### config.mk
export PLATFORM = sky130hd
export DESIGN_NAME = symbolic_mode_mask_parser
export DESIGN_NICKNAME = d
export VERILOG_FILES = /design/src/rtl/core/smmp_pkg.sv /design/src/rtl/core/symbolic_mode_mask_parser.sv /design/src/rtl/core/smmp_step.sv
export SDC_FILE = /design/constraint.sdc
export NUM_CORES = 1
export LEC_CHECK = 0
export ABC_AREA = 1
export ABC_CLOCK_PERIOD_IN_PS = 3000
export BUFFER_PORTS_ARGS = -buffer_cell sky130_fd_sc_hd__buf_2
export CAP_MARGIN = 20
export CORE_MARGIN = 2
export CORE_UTILIZATION = 40
export CTS_BUF_LIST = sky130_fd_sc_hd__clkbuf_4
export DETAILED_ROUTE_END_ITERATION = 16
export MAX_ROUTING_LAYER = met4
export PLACE_DENSITY = 0.58
export SETUP_SLACK_MARGIN = 0.3
export SYNTH_ARGS = -nofsm -noshare
export SYNTH_HDL_FRONTEND = slang
export SYNTH_SLANG_ARGS = --single-unit
export TNS_END_PERCENT = 10
### constraint.sdc
create_clock -name i_clk -period 3 [get_ports i_clk]
set_input_delay 0.45 -clock i_clk [delete_from_list [all_inputs] [get_ports i_clk]]
set_output_delay 0.45 -clock i_clk [all_outputs]
set_load 0.02 [all_outputs]
### src/rtl/core/smmp_pkg.sv
// Package for the symbolic mode mask parser: constants, parse state type, helper functions.
`default_nettype none
package smmp_pkg;

    localparam int unsigned MASK_W = 9;
    localparam int unsigned CHAR_W = 8;
    localparam int unsigned OCT_W  = 10;

    localparam logic [MASK_W-1:0] PERM_ALL    = 9'o777;
    localparam logic [MASK_W-1:0] CLS_U       = 9'o700;
    localparam logic [MASK_W-1:0] CLS_G       = 9'o070;
    localparam logic [MASK_W-1:0] CLS_O       = 9'o007;
    localparam logic [MASK_W-1:0] START_RESET = 9'o022;

    localparam logic [OCT_W-1:0] OCT_SAT = 10'd512;
    localparam logic [OCT_W-1:0] OCT_MAX = 10'o777;

    localparam logic [2:0] TRIP_R = 3'd4;
    localparam logic [2:0] TRIP_W = 3'd2;
    localparam logic [2:0] TRIP_X = 3'd1;

    localparam logic [CHAR_W-1:0] CH_0     = 8'h30;
    localparam logic [CHAR_W-1:0] CH_7     = 8'h37;
    localparam logic [CHAR_W-1:0] CH_PLUS  = 8'h2B;
    localparam logic [CHAR_W-1:0] CH_MINUS = 8'h2D;
    localparam logic [CHAR_W-1:0] CH_EQ    = 8'h3D;
    localparam logic [CHAR_W-1:0] CH_COMMA = 8'h2C;
    localparam logic [CHAR_W-1:0] CH_U     = 8'h75;
    localparam logic [CHAR_W-1:0] CH_G     = 8'h67;
    localparam logic [CHAR_W-1:0] CH_O     = 8'h6F;
    localparam logic [CHAR_W-1:0] CH_A     = 8'h61;
    localparam logic [CHAR_W-1:0] CH_R     = 8'h72;
    localparam logic [CHAR_W-1:0] CH_W     = 8'h77;
    localparam logic [CHAR_W-1:0] CH_X     = 8'h78;

    typedef enum logic [1:0] {
        OP_ADD = 2'd0,
        OP_SUB = 2'd1,
        OP_SET = 2'd2
    } t_op;

    typedef struct packed {
        logic [MASK_W-1:0] work_mode;
        logic [MASK_W-1:0] who_set;
        logic              who_given;
        logic              in_perm_list;
        t_op               pending_op;
        logic [MASK_W-1:0] pending_bits;
        logic              symbolic_error;
        logic [OCT_W-1:0]  octal_value;
        logic              octal_valid;
        logic              octal_broken;
    } t_parse_state;

    function automatic t_parse_state clear_state(input logic [MASK_W-1:0] start_mask);
        t_parse_state s;
        s.work_mode      = ~start_mask;
        s.who_set        = '0;
        s.who_given      = 1'b0;
        s.in_perm_list   = 1'b0;
        s.pending_op     = OP_ADD;
        s.pending_bits   = '0;
        s.symbolic_error = 1'b0;
        s.octal_value    = '0;
        s.octal_valid    = 1'b0;
        s.octal_broken   = 1'b0;
        return s;
    endfunction

    function automatic logic [MASK_W-1:0] spread_triplet(input logic [2:0] trip,
                                                         input logic [MASK_W-1:0] targets);
        logic [MASK_W-1:0] r;
        r = '0;
        if ((targets & CLS_U) != '0) r = r | {trip, 6'b0};
        if ((targets & CLS_G) != '0) r = r | {3'b0, trip, 3'b0};
        if ((targets & CLS_O) != '0) r = r | {6'b0, trip};
        return r;
    endfunction

    function automatic logic [MASK_W-1:0] apply_pending(input t_parse_state s);
        logic [MASK_W-1:0] m;
        case (s.pending_op)
            OP_SET:  m = (s.work_mode & ~s.who_set) | (s.pending_bits & s.who_set);
            OP_SUB:  m = s.work_mode & ~s.pending_bits;
            default: m = s.work_mode | s.pending_bits;
        endcase
        return m;
    endfunction

endpackage
`default_nettype wire

### src/rtl/core/symbolic_mode_mask_parser.sv
// Top level of the symbolic mode mask parser: input register, parse state, result register.
// The block takes one character item per cycle and a closing end-marker item, and returns one
// result per end marker: the octal mask if the string is a valid octal value up to 0777,
// otherwise the mask from the symbolic clauses, or start_mask with parse_ok low on failure.
// Every item passes an input register and is then folded into the parse state; an end marker
// waits in the input register while the output is stalled, and its result goes to the result
// register when it is folded in. Sustained rate is one item per cycle; the input stalls only
// while a finished result is held by a stalled output and the next end marker waits behind it.
// Write start_mask only while the block is idle; the write also clears any partly parsed string.
`default_nettype none
module symbolic_mode_mask_parser (
    input  logic       i_clk,
    input  logic       i_rst_n,
    input  logic       i_cfg_we,
    input  logic [8:0] i_cfg_data,
    input  logic       i_in_valid,
    output logic       o_in_stall,
    input  logic [7:0] i_char_code,
    input  logic       i_is_end,
    output logic       o_out_valid,
    input  logic       i_out_stall,
    output logic [8:0] o_new_mask,
    output logic       o_parse_ok
);
    import smmp_pkg::*;

    t_parse_state      r_state;
    t_parse_state      n_state;
    logic [MASK_W-1:0] r_start;
    logic              r_in_valid;
    logic [CHAR_W-1:0] r_in_char;
    logic              r_in_end;
    logic              r_out_valid;
    logic [MASK_W-1:0] r_out_mask;
    logic              r_out_ok;
    logic [MASK_W-1:0] n_out_mask;
    logic              n_out_ok;
    logic              out_free;
    logic              s_go;
    logic              in_acc;

    smmp_step u_step (
        .i_state     (r_state),
        .i_char_code (r_in_char),
        .i_is_end    (r_in_end),
        .i_start_mask(r_start),
        .o_state     (n_state),
        .o_new_mask  (n_out_mask),
        .o_parse_ok  (n_out_ok)
    );

    assign out_free   = !r_out_valid || !i_out_stall;
    assign s_go       = r_in_valid && (!r_in_end || out_free);
    assign o_in_stall = r_in_valid && !s_go;
    assign in_acc     = i_in_valid && !o_in_stall;

    always_ff @(posedge i_clk) begin
        if (!i_rst_n) begin
            r_in_valid <= 1'b0;
        end else if (in_acc) begin
            r_in_valid <= 1'b1;
        end else if (s_go) begin
            r_in_valid <= 1'b0;
        end
    end

    always_ff @(posedge i_clk) begin
        if (in_acc) begin
            r_in_char <= i_char_code;
            r_in_end  <= i_is_end;
        end
    end

    always_ff @(posedge i_clk) begin
        if (!i_rst_n) begin
            r_start <= START_RESET;
            r_state <= clear_state(START_RESET);
        end else if (i_cfg_we) begin
            r_start <= i_cfg_data;
            r_state <= clear_state(i_cfg_data);
        end else if (s_go) begin
            r_state <= n_state;
        end
    end

    always_ff @(posedge i_clk) begin
        if (!i_rst_n) begin
            r_out_valid <= 1'b0;
        end else if (s_go && r_in_end) begin
            r_out_valid <= 1'b1;
        end else if (!i_out_stall) begin
            r_out_valid <= 1'b0;
        end
    end

    always_ff @(posedge i_clk) begin
        if (s_go && r_in_end) begin
            r_out_mask <= n_out_mask;
            r_out_ok   <= n_out_ok;
        end
    end

    assign o_out_valid = r_out_valid;
    assign o_new_mask  = r_out_mask;
    assign o_parse_ok  = r_out_ok;

endmodule
`default_nettype wire

### src/rtl/core/smmp_step.sv
// Next-state and result logic for one character or end marker.
`default_nettype none
module smmp_step (
    input  smmp_pkg::t_parse_state    i_state,
    input  logic [7:0]                i_char_code,
    input  logic                      i_is_end,
    input  logic [8:0]                i_start_mask,
    output smmp_pkg::t_parse_state    o_state,
    output logic [8:0]                o_new_mask,
    output logic                      o_parse_ok
);
    import smmp_pkg::*;

    logic [12:0]       oct_next;
    logic              is_op;
    t_op               op;
    logic [MASK_W-1:0] applied;

    always_comb begin
        is_op = 1'b1;
        op    = OP_ADD;
        case (i_char_code)
            CH_PLUS:  op = OP_ADD;
            CH_MINUS: op = OP_SUB;
            CH_EQ:    op = OP_SET;
            default:  is_op = 1'b0;
        endcase
    end

    assign applied  = apply_pending(i_state);
    assign oct_next = {i_state.octal_value, 3'b000} + {10'b0, i_char_code[2:0]};

    always_comb begin
        o_state    = i_state;
        o_new_mask = i_start_mask;
        o_parse_ok = 1'b0;
        if (i_is_end) begin
            if (i_state.octal_valid && !i_state.octal_broken &&
                i_state.octal_value <= OCT_MAX) begin
                o_new_mask = i_state.octal_value[MASK_W-1:0];
                o_parse_ok = 1'b1;
            end else if (!i_state.symbolic_error && i_state.in_perm_list) begin
                o_new_mask = ~applied;
                o_parse_ok = 1'b1;
            end
            o_state = clear_state(i_start_mask);
        end else begin
            // octal path
            if (!i_state.octal_broken) begin
                if (i_char_code inside {[CH_0:CH_7]}) begin
                    o_state.octal_valid = 1'b1;
                    if (oct_next > {3'b0, OCT_SAT}) begin
                        o_state.octal_value = OCT_SAT;
                    end else begin
                        o_state.octal_value = oct_next[OCT_W-1:0];
                    end
                end else begin
                    o_state.octal_broken = 1'b1;
                end
            end
            // symbolic path
            if (!i_state.symbolic_error) begin
                if (!i_state.in_perm_list) begin
                    if (i_char_code inside {CH_U, CH_G, CH_O, CH_A}) begin
                        o_state.who_given = 1'b1;
                        case (i_char_code)
                            CH_U:    o_state.who_set = i_state.who_set | CLS_U;
                            CH_G:    o_state.who_set = i_state.who_set | CLS_G;
                            CH_O:    o_state.who_set = i_state.who_set | CLS_O;
                            default: o_state.who_set = PERM_ALL;
                        endcase
                    end else if (is_op) begin
                        if (!i_state.who_given) o_state.who_set = PERM_ALL;
                        o_state.in_perm_list = 1'b1;
                        o_state.pending_op   = op;
                        o_state.pending_bits = '0;
                    end else begin
                        o_state.symbolic_error = 1'b1;
                    end
                end else begin
                    case (i_char_code)
                        CH_R: o_state.pending_bits = i_state.pending_bits |
                                  spread_triplet(TRIP_R, i_state.who_set);
                        CH_W: o_state.pending_bits = i_state.pending_bits |
                                  spread_triplet(TRIP_W, i_state.who_set);
                        CH_X: o_state.pending_bits = i_state.pending_bits |
                                  spread_triplet(TRIP_X, i_state.who_set);
                        CH_U: o_state.pending_bits = i_state.pending_bits |
                                  spread_triplet(i_state.work_mode[8:6], i_state.who_set);
                        CH_G: o_state.pending_bits = i_state.pending_bits |
                                  spread_triplet(i_state.work_mode[5:3], i_state.who_set);
                        CH_O: o_state.pending_bits = i_state.pending_bits |
                                  spread_triplet(i_state.work_mode[2:0], i_state.who_set);
                        CH_PLUS, CH_MINUS, CH_EQ: begin
                            o_state.work_mode    = applied;
                            o_state.pending_op   = op;
                            o_state.pending_bits = '0;
                        end
                        CH_COMMA: begin
                            o_state.work_mode    = applied;
                            o_state.in_perm_list = 1'b0;
                            o_state.who_given    = 1'b0;
                            o_state.who_set      = '0;
                            o_state.pending_op   = OP_ADD;
                            o_state.pending_bits = '0;
                        end
                        default: o_state.symbolic_error = 1'b1;
                    endcase
                end
            end
        end
    end

endmodule
`default_nettype wire

==> results.sh <==
export IMPL_ys_seq_area_share_pct=41.51
export IMPL_postCtsSetupBuffers=0
export IMPL_max_freq_mhz=442.5
export IMPL_path_cells="buf_4 > nand3_1 > inv_1 > buf_2"
export IMPL_slew_violations=0
export IMPL_die_w_um=100.7
export IMPL_ant_nets=0
export IMPL_cts_hold_buf=0
export IMPL_timing_rr_start="r_in_end"
export IMPL_hold_end="r_in_char[2]"
export IMPL_regToRegEndpoint="r_state[4]"
export IMPL_synth_fa_ha_area_share_pct=0.6696
export IMPL_cp_start_kind="flip-flop"
export IMPL_holdCritStartpoint="i_char_code[2]"
export IMPL_hold_path_class="in -> reg"
export IMPL_crit_arrival_ps=1810
export IMPL_drt_wl_total_um=10300
export IMPL_fin_tns_setup_ps=0
export IMPL_synth_seq_cells=68
export IMPL_drcViolationCount=0
export IMPL_syn_avg_cell_area_um2=7.038
export IMPL_die_y_um=100.7
export IMPL_final_nets=594
export IMPL_dp_hpwl_um=7951
export IMPL_drtPass1Iterations=6
export IMPL_portBuffers=34
export IMPL_async_flop_share_pct=0
export IMPL_grt_remaining_overflow=0
export IMPL_synthMuxAreaShare_pct=0
export IMPL_critical_path_class="reg -> out"
export IMPL_run_status="complete, no violations"
export IMPL_grt_pass1_vias=3445
export IMPL_period_needed_ps=2260
export IMPL_fp_coreArea_um2=9153
export IMPL_cts_tree="built"
export IMPL_skew_ps=14.21
export IMPL_synthXorXnorAreaFrac_pct=0
export IMPL_cts_max_level=3
export IMPL_cp_required_ps=2550
export IMPL_numCtsBuffers=9
export IMPL_die_area_um2=10130
export IMPL_instances_no_fill=685
export IMPL_fin_util_pct=45.19
export IMPL_slowest_stage="edfxtp_1"
export IMPL_worstMarginPinSlew_ps=789.9
export IMPL_clkTransAtPathRegs_ps=120
export IMPL_power_mw=1.756
export IMPL_clk_path_buf_depth=2
export IMPL_via_count=3651
export IMPL_track_usage_pct=22.02
export IMPL_r2r_cells=8
export IMPL_peakVddDrop_mv=0.1842
export IMPL_fill_cells=962
export IMPL_grt_first_pass_wirelength_um=16730
export IMPL_grt_max_degree=23
export IMPL_clock_tree_root_cell="clkbuf_4"
export IMPL_ctsResizeCount=0
export IMPL_drt_iter0_drc=280
export IMPL_hold_violations=0
export IMPL_layout_drive_gt1_share_pct=14.63
export IMPL_slew_headroom_pct=47.28
export IMPL_cap_violations=0
export IMPL_gp_congestion=0.9367
export IMPL_synth_top_family_by_area="simple AND/OR/NAND/NOR gates"
export IMPL_synth_compound_area_share_pct=17.58
export IMPL_synth_fp_nets=556
export IMPL_r2r_slack_ps=920
export IMPL_synth_cell_area_um2=3737
export IMPL_cp_max_fo=21
export IMPL_rsz0062_at_grt="no"
export IMPL_avgViaCountPerCell=5.330
export IMPL_critical_path_max_stage_delay_ps=650
export IMPL_pin_count=35
export IMPL_dp_cells=669
export IMPL_initial_core_util_pct=40.83
export IMPL_clock_latency_ps=430
export IMPL_cp_end_kind="primary output"
export IMPL_yosys_area_share_simple_pct=32.24
export IMPL_power_density_nw_per_um2=424.5
export IMPL_area_delta_synth_final_pct=10.68
export IMPL_power_leakage_nw=1.735
export IMPL_wl_per_cell_um=15.03
export IMPL_num_antenna_cells=0
export IMPL_fin_crit_sh_pct=75.33
export IMPL_setup_viol=0
export IMPL_clkSinkCount=68
export IMPL_synth_warning_count=0
export IMPL_syn_instance_count=531
export IMPL_synth_ff_type="dfxtp_1"
export IMPL_yosys_cell_types_count=33
export IMPL_holdPathStages=1
export IMPL_synth_edf_count=19
export IMPL_antenna_found_initial=0
export IMPL_rows=35
==> power breakdown <==
group          switching (mW)  total [mW]  internal, mW
Clock                   0.365       0.542         0.178
Sequential             0.0259        1.00         0.977
Combinational           0.145       0.211        0.0659
Total                   0.536        1.76          1.22
==> cell type report <==
| cell class | instances | area [um2] | share of cell area [%] |
|---|---|---|---|
| clock buffer | 10 | 75.07 | 1.815 |
| multi-input combinational | 385 | 1887 | 45.61 |
| clock inverter | 6 | 40.04 | 0.9679 |
| tap | 111 | 138.9 | 3.358 |
| timing repair buffer | 36 | 185.2 | 4.477 |
| sequential | 68 | 1551 | 37.51 |
| inverter | 69 | 259.0 | 6.261 |
==> synth_stat cells, types with 3 or more instances <==
cell type / instances / area share [%]
a21oi_1: 42 / 5.6
nand2_1: 112 / 11
edfxtp_1: 19 / 15
nor2_1: 54 / 5.4
nor2_2: 8 / 1.3
o21ai_0: 54 / 7.2
a211oi_1: 4 / 0.80
dfxtp_1: 49 / 26
inv_1: 65 / 6.5
nor3_1: 3 / 0.40
nand2_2: 6 / 1.0
nor2_4: 8 / 2.4
nand4_1: 6 / 1.0
clkbuf_1: 6 / 0.60
nand3_1: 59 / 7.9
o21ai_1: 10 / 1.3
==> critical path, delay by kind of cell, from the launching register on <==
kind,cells,cell delay (ps)
and+or+nand+nor,1,150
DFF,1,650
buffers and inverters,3,600
==> layer usage <==
layer	up-vias	wire length, um	global-route usage, %
met5	-	0	-
met4	0	156	6.744
met3	13	565	3.398
met2	118	4960	36.62
met1	1676	4614	27.61
li1	1844	-	-
==> cell usage in the layout (no fill, tap or decap), types with 8 or more instances in the layout <==
master	n
edfxtp_1	19
nor2_1	54
nand3_1	59
inv_1	65
dfxtp_1	49
clkbuf_4	10
o21ai_1	10
o21ai_0	54
nor2_4	8
nor2_2	8
buf_2	34
nand2_1	112
a21oi_1	42
==> worst max-delay path by stage <==
stage	start	end	slack [ps]	depth (start not counted)
after floorplan	r_in_end	r_in_char[0]	1260	5
after global placement	i_out_stall	r_state[3]	1040	11
after detailed placement	r_in_end	r_state[4]	950	8
after CTS	r_in_end	o_in_stall	730	4
after global routing	r_in_end	o_in_stall	610	4
final	r_in_end	o_in_stall	740	4
==> through the flow <==
step / hold WS [ps] / instance area [um2] / setup slack, ps
floorplan: 435.5 / 3737 / 1259
global placement: 455.7 / 4021 / 1037
detailed placement: 459.3 / 4021 / 947.1
CTS: 174.8 / 4136 / 731.6
global route: 161.5 / 4136 / 612.7
finish: 186.3 / 4136 / 740.2
==> cell families (layout without fill, tap and decap cells) <==
logic type | after synthesis | count (layout)
adders and majority gates | 2 | 2
buffers and inverters | 78 | 121
DFF | 68 | 68
and+or+nand+nor | 262 | 262
AOI/OAI and AO/OA | 121 | 121
==> registers in the layout, summed over array words and instances, names as in the netlist <==
| register | cells |
|---|---|
| r_state | 38 |
| o_parse_ok | 1 |
| r_in_end | 1 |
| r_in_char | 8 |
| r_start | 9 |
| r_in_valid | 1 |
| o_out_valid | 1 |
| o_new_mask | 9 |
No activity file was read; power rests on OpenSTA's default activity.
